### config.mk
export PLATFORM = sky130hd
export DESIGN_NAME = jrdz_pdiv
export DESIGN_NICKNAME = d
export VERILOG_FILES = /design/src/hdl/jrdz_pdiv.sv
export SDC_FILE = /design/constraint.sdc
export NUM_CORES = 2
export LEC_CHECK = 0
export BUFFER_PORTS_ARGS = -buffer_cell sky130_fd_sc_hd__clkbuf_2
export CORE_ASPECT_RATIO = 0.5
export CORE_UTILIZATION = 44
export DETAILED_ROUTE_END_ITERATION = 16
export GPL_ROUTABILITY_DRIVEN = 0
export SLEW_MARGIN = 5
export SYNTH_ARGS = -nofsm -noshare
export SYNTH_HDL_FRONTEND = slang
export SYNTH_SLANG_ARGS = --single-unit
### constraint.sdc
create_clock -name clk_i -period 4.44 [get_ports clk_i]
set_clock_uncertainty 0.15 [all_clocks]
set_input_delay 0.222 -clock clk_i [delete_from_list [all_inputs] [get_ports clk_i]]
set_output_delay 0.222 -clock clk_i [all_outputs]
set_load 0.005 [all_outputs]
### src/hdl/jrdz_pdiv.sv
`timescale 1ns / 1ps
`default_nettype none
module jrdz_pdiv #(
  parameter int unsigned DW = 31,
  parameter int unsigned VW = 16,
  parameter int unsigned SW = 1
) (
  input  wire logic          clk_i,
  input  wire logic          rst_ni,
  input  wire logic          v_i,
  input  wire logic [DW-1:0] dvd_i,
  input  wire logic [VW-1:0] dvs_i,
  input  wire logic [SW-1:0] sb_i,
  output logic               v_o,
  output logic      [DW-1:0] quo_o,
  output logic      [SW-1:0] sb_o
);

  logic          v_q   [DW+1];
  logic [VW-1:0] rem_q [DW+1];
  logic [DW-1:0] dvd_q [DW+1];
  logic [DW-1:0] quo_q [DW+1];
  logic [VW-1:0] dvs_q [DW+1];
  logic [SW-1:0] sb_q  [DW+1];

  always_comb begin
    v_q[0]   = v_i;
    rem_q[0] = '0;
    dvd_q[0] = dvd_i;
    quo_q[0] = '0;
    dvs_q[0] = dvs_i;
    sb_q[0]  = sb_i;
  end

  for (genvar k = 0; k < DW; k++) begin : g_stage
    logic [VW:0]   tr;
    logic [VW:0]   diff;
    logic          ge;
    logic [VW-1:0] rem_d;

    always_comb begin
      tr    = {rem_q[k], dvd_q[k][DW-1-k]};
      diff  = tr - {1'b0, dvs_q[k]};
      ge    = tr >= {1'b0, dvs_q[k]};
      rem_d = ge ? diff[VW-1:0] : tr[VW-1:0];
    end

    always_ff @(posedge clk_i or negedge rst_ni) begin
      if (!rst_ni) begin
        v_q[k+1] <= 1'b0;
      end else begin
        v_q[k+1] <= v_q[k];
      end
    end

    always_ff @(posedge clk_i) begin
      rem_q[k+1] <= rem_d;
      dvd_q[k+1] <= dvd_q[k];
      quo_q[k+1] <= {quo_q[k][DW-2:0], ge};
      dvs_q[k+1] <= dvs_q[k];
      sb_q[k+1]  <= sb_q[k];
    end
  end

  assign v_o   = v_q[DW];
  assign quo_o = quo_q[DW];
  assign sb_o  = sb_q[DW];

endmodule
`default_nettype wire

Yosys cells after proc, flatten, opt, wreduce, memory -nomap -nowiden

Index checks and enable logic that the tools add are counted.
Widths: inputs -> output; s select.

Input bits: 51
Output and inout port bits: 33
Flip-flop bits (word level): 1983

Order comparisons: 31
Add/sub/neg operators: 30
Muxes and demuxes: 30

Operator list:

| kind           | number |
|---|---|
| $ge 17x16->1   | 30 |
| $mux 16        | 29 |
| $sub 16x16->16 | 29 |
| $ge 1x16->1    | 1 |
| $sub 1x16->16  | 1 |
| $mux 1         | 1 |

Depth between registers and ports, before layout

Depth after elaboration: 2
Gate-level depth with buffers: 13

Worst setup path before layout

No wires, ideal clock.

Path type: reg2reg
Start: reg dvs_q[65] (netlist bit)
End: reg rem_q, in the netlist g_stage[28].tr[10]
Path slack: 1.392 ns
Period minus slack after synthesis: 3.048 ns
Stages on the path, launching flop included: 12
Path buffers: 1
Arrival: 2.775 ns
Cells stage by stage: dfxtp_1 -> inv_1 -> ha_1 -> nor2b_1 -> o31a_1 -> o41a_1 -> a221o_1 -> a41oi_1 -> nor3b_1 -> o32ai_4 -> buf_6 -> mux2_1

Cells in the longest elaborated chain, start to end: 2
Elaborated cells on any way between the ends: 3
Those cells by class: add/sub: 1; order compare: 1; mux: 1

RTL lines:

| item                                                  | line   | source |
|---|---|---|
| start, declared                                       | 23     | `logic [VW-1:0] dvs_q [DW+1];` |
| start signal, assigned by index                       | 60     | `dvs_q[k+1] <= dvs_q[k];` |
| $sub 16x16->16 / $ge 17x16->1 (equally long branches) | 43, 44 |  |
| $mux 16 *                                             | 45     | `rem_d = ge ? diff[VW-1:0] : tr[VW-1:0];` |
| net g_stage[27].rem_d[9]                              | 39     | `logic [VW-1:0] rem_d;` |
| end signal, assigned by index                         | 57     | `rem_q[k+1] <= rem_d;` |
| end, declared                                         | 20     | `logic [VW-1:0] rem_q [DW+1];` |

Mark *: on every way through the listed nets, which the timed path passes. The rest lies on a longest branch.
A chain may end at the register's enable or synchronous reset.

Final worst setup path

Start: reg dvs_q[337] (netlist bit)
End: reg rem_q, in the netlist g_stage[11].tr[1]

Cells in the longest elaborated chain, start to end: 2

RTL lines:

| item                     | line | source |
|---|---|---|
| $ge 17x16->1             | 44   | `ge = tr >= {1'b0, dvs_q[k]};` |
| $mux 16                  | 45   |  |
| net g_stage[10].rem_d[0] | 39   |  |

The timed path passes the listed nets, and every way through them passes these cells.

==> key figures <==
Power
  • Logic gate share of total power: 0.297
  • Net Sw Frac: 0.306
  • Pleak: 34.8 nW
  • Power per cell area: 696 nW/um^2
  • Sequential share of power: 0.413
  • Int Power: 37.6 mW
  • Total net switching power: 16.6 mW
  • Clk pwr share: 0.289
  • Peak supply drop: 0.000319 V

Setup path
  • Critical Path AT: 4280 ps
  • Critical-path top delay cell: a2111oi_4
  • Startpoint types: register
  • CP peak stage delay: 730 ps
  • Most used cell, CP: o21ai_0
  • CP Cell Sequence: inv_1, ha_1, nor2b_1, o31ai_1, a211oi_1, o21ai_0, o21ai_0, a2111oi_4, buf_4, mux2i_1
  • Cell depth of the worst flop-to-flop path: 10
  • Crit Path Class: reg -> reg
  • CP required: 4990 ps
  • Kind of end point of the critical path: register
  • Crit path max fanout: 11

Finish
  • Area Growth Syn to Fin: 14.1%
  • Filler cells: 13.3k
  • Register area: 39900 sq um
  • Ant. Diodes: 0
  • Area of the multi-input gates: 25500 sq um
  • Net count, final: 6972
  • Most frequent cells in the layout: 1952 x dfxtp_1, 600 x inv_1, 482 x ha_1
  • Fin area: 77800 sq um
  • Commonest non-fill, non-tap cell in the layout: dfxtp_1
  • Share of cells above drive strength 1: 0.0974
  • Core Util, Final: 0.509

Clock network
  • Worst skew pair latency: 770 ps
  • CTS HTree Levels: 4
  • CTS root buf: clkbuf_16
  • Clock Path Buffers: 4
  • Post-CTS setup buffer count: 0
  • Sinks on the clock net: 1983
  • CTS Buf Count: 176
  • TritonCTS clock tree: done
  • Clk slew on worst S/H paths: 60 ps

Routing
  • Final ANT Viol Nets: 0
  • WL/cell: 14.3 um
  • # DRC: 0
  • Drt pass-1 iters: 7
  • DR vias: 42.6k
  • Post-Route WL: 123000 um
  • Via/cell ratio: 4.94
  • Drt initial violations: 2334

Yosys
  • Synth unique cells: 93
  • Yosys reg bits: 1983
  • Mapped Area: 68200 sq um
  • Synthesized Nets: 6706
  • Syn Area/Cell: 11.1 sq um
  • Ys flop type: dfxtp_1
  • Ys Warns: 0
  • Ys async rst share: 0.0156
  • Post-synth EDFFs: 0
  • Register area share after synthesis: 0.584
  • Mapped Cells: 6144

Timing
  • # setup viols final: 0
  • Slew HR: 0.263
  • Tcrit/Tclk final: 0.841
  • Final Slew Violations: 0
  • RSZ-0062 raised after global routing: no
  • Setup TNS: 0 ps
  • Hold Vio Cnt, Final: 0
  • Fin crit period: 3730 ps
  • Max Clk Rate: 268 MHz
  • Slew @ Worst Pin: 1110 ps

Outcome
  • Status: complete, no violations

Floorplan
  • Initial Util: 0.446
  • Num rows: 101
  • Core footprint: 153000 sq um
  • Die Area: 157000 sq um
  • I/O pin count: 84
  • Die span in y: 280 um
  • Die span in x: 559 um

Placed design
  • Placed instance area: 70800 sq um
  • Port Buffers: 83
  • DPL Wire Length: 89600 um

Hold path
  • Worst hold path depth: 4
  • Worst hold path type: in -> reg

GRT
  • Initial antenna violation count: 0
  • First-pass GRT wire length: 203000 um
  • Overflow after GRT: 0
  • GRT Util Overall: 0.155
  • Largest net degree at the start of global routing: 32
  • Vias in the first global route: 42.3k

Flow run
  • Max Cap Violations: 0
per-stage QoR:
step                hold slack (ps)  power (mW)  worst slack, ps  std cells
finish                          136        54.2              706       8608
CTS                            46.7        54.7              735       8608
global placement                138        38.2              844       8193
detailed placement              162        38.7              754       8193
global route                    102        57.7              524       8608
floorplan                      -224        35.2             1390       6144
layout make-up:
type                       instances  area share
clock buffer                     230      0.0631
clock inverter                    86      0.0143
inverter                         600      0.0289
multi-input combinational       3446       0.328
sequential                      1983       0.512
tap                             2060      0.0331
timing repair buffer             203      0.0202
synthesized netlist by cell type, types with 86 or more instances:
cell type	n	share of area
nand2_1	339	0.019
a21oi_1	351	0.026
dfxtp_1	1952	0.57
nor3_1	86	0.0063
ha_1	482	0.088
o21ai_0	312	0.023
o21a_1	119	0.013
nor2_1	319	0.018
mux2_2	154	0.025
inv_1	600	0.033
xor2_1	139	0.018
xnor2_1	177	0.023
nor2b_1	86	0.0079
power groups by stage:
stage               registers [mW]  logic [mW]  clock network (mW)
floorplan                     22.2        13.0                   0
global route                  22.7        18.0                17.0
finish                        22.4        16.1                15.7
detailed placement            22.8        15.8                   0
CTS                           22.5        16.0                16.2
global placement              22.8        15.3                   0
metal layers:
layer | wire length (um) | vias to the layer above | global-route usage
met5 | 0 | - | 0
met4 | 3410 | 0 | 0.0501
met3 | 5170 | 286 | 0.0297
met2 | 58800 | 881 | 0.271
met1 | 55400 | 19900 | 0.191
li1 | - | 21500 | -
path summary, 6_finish.rpt:
path | startpoint | to | slack (ps)
min in group asynchronous | rst_ni | v_q[16] | 310
hold reg to reg | dvd_q[887] | dvd_q[856] | 140
setup reg to reg | dvs_q[337] | g_stage[11].tr[1] | 710
max in group asynchronous | rst_ni | v_q[19] | 3670
hold / removal | dvd_i[30] | g_stage[1].tr[1] | 140
setup / recovery | dvs_q[337] | g_stage[11].tr[1] | 710
flip-flops by register name (all words and copies together) (netlist names):
name / count
quo_q: 465
v_q: 30
g_stage.tr: 480
dvs_q: 480
dvd_q: 465
sb_q: 30
quo_o: 31
v_o: 1
sb_o: 1
logic make-up after synthesis:
family                     synth area share
AOI/OAI and AO/OA                     0.122
xor gates and xnor gates             0.0406
adders and majority gates            0.0969
buffers and inverters                0.0422
DFF                                   0.584
muxes                                0.0355
and+or+nand+nor                      0.0785
worst max-delay path: cells and delay by family, from the launching register on:
kind	cells	cell delay, ps
AO/OA/AOI/OAI	5	2130
adder cells (fa/ha/maj)	1	310
AND/OR/NAND/NOR	1	150
buffers and inverters	2	360
flip-flops	1	390
multiplexers	1	190
repair_timing:
action,4_1_cts,5_1_grt
hold endpoints to repair,96,0
hold buffers,99,0
gates resized for setup,0,0
Note: power is estimated with default switching activity, not from simulation.
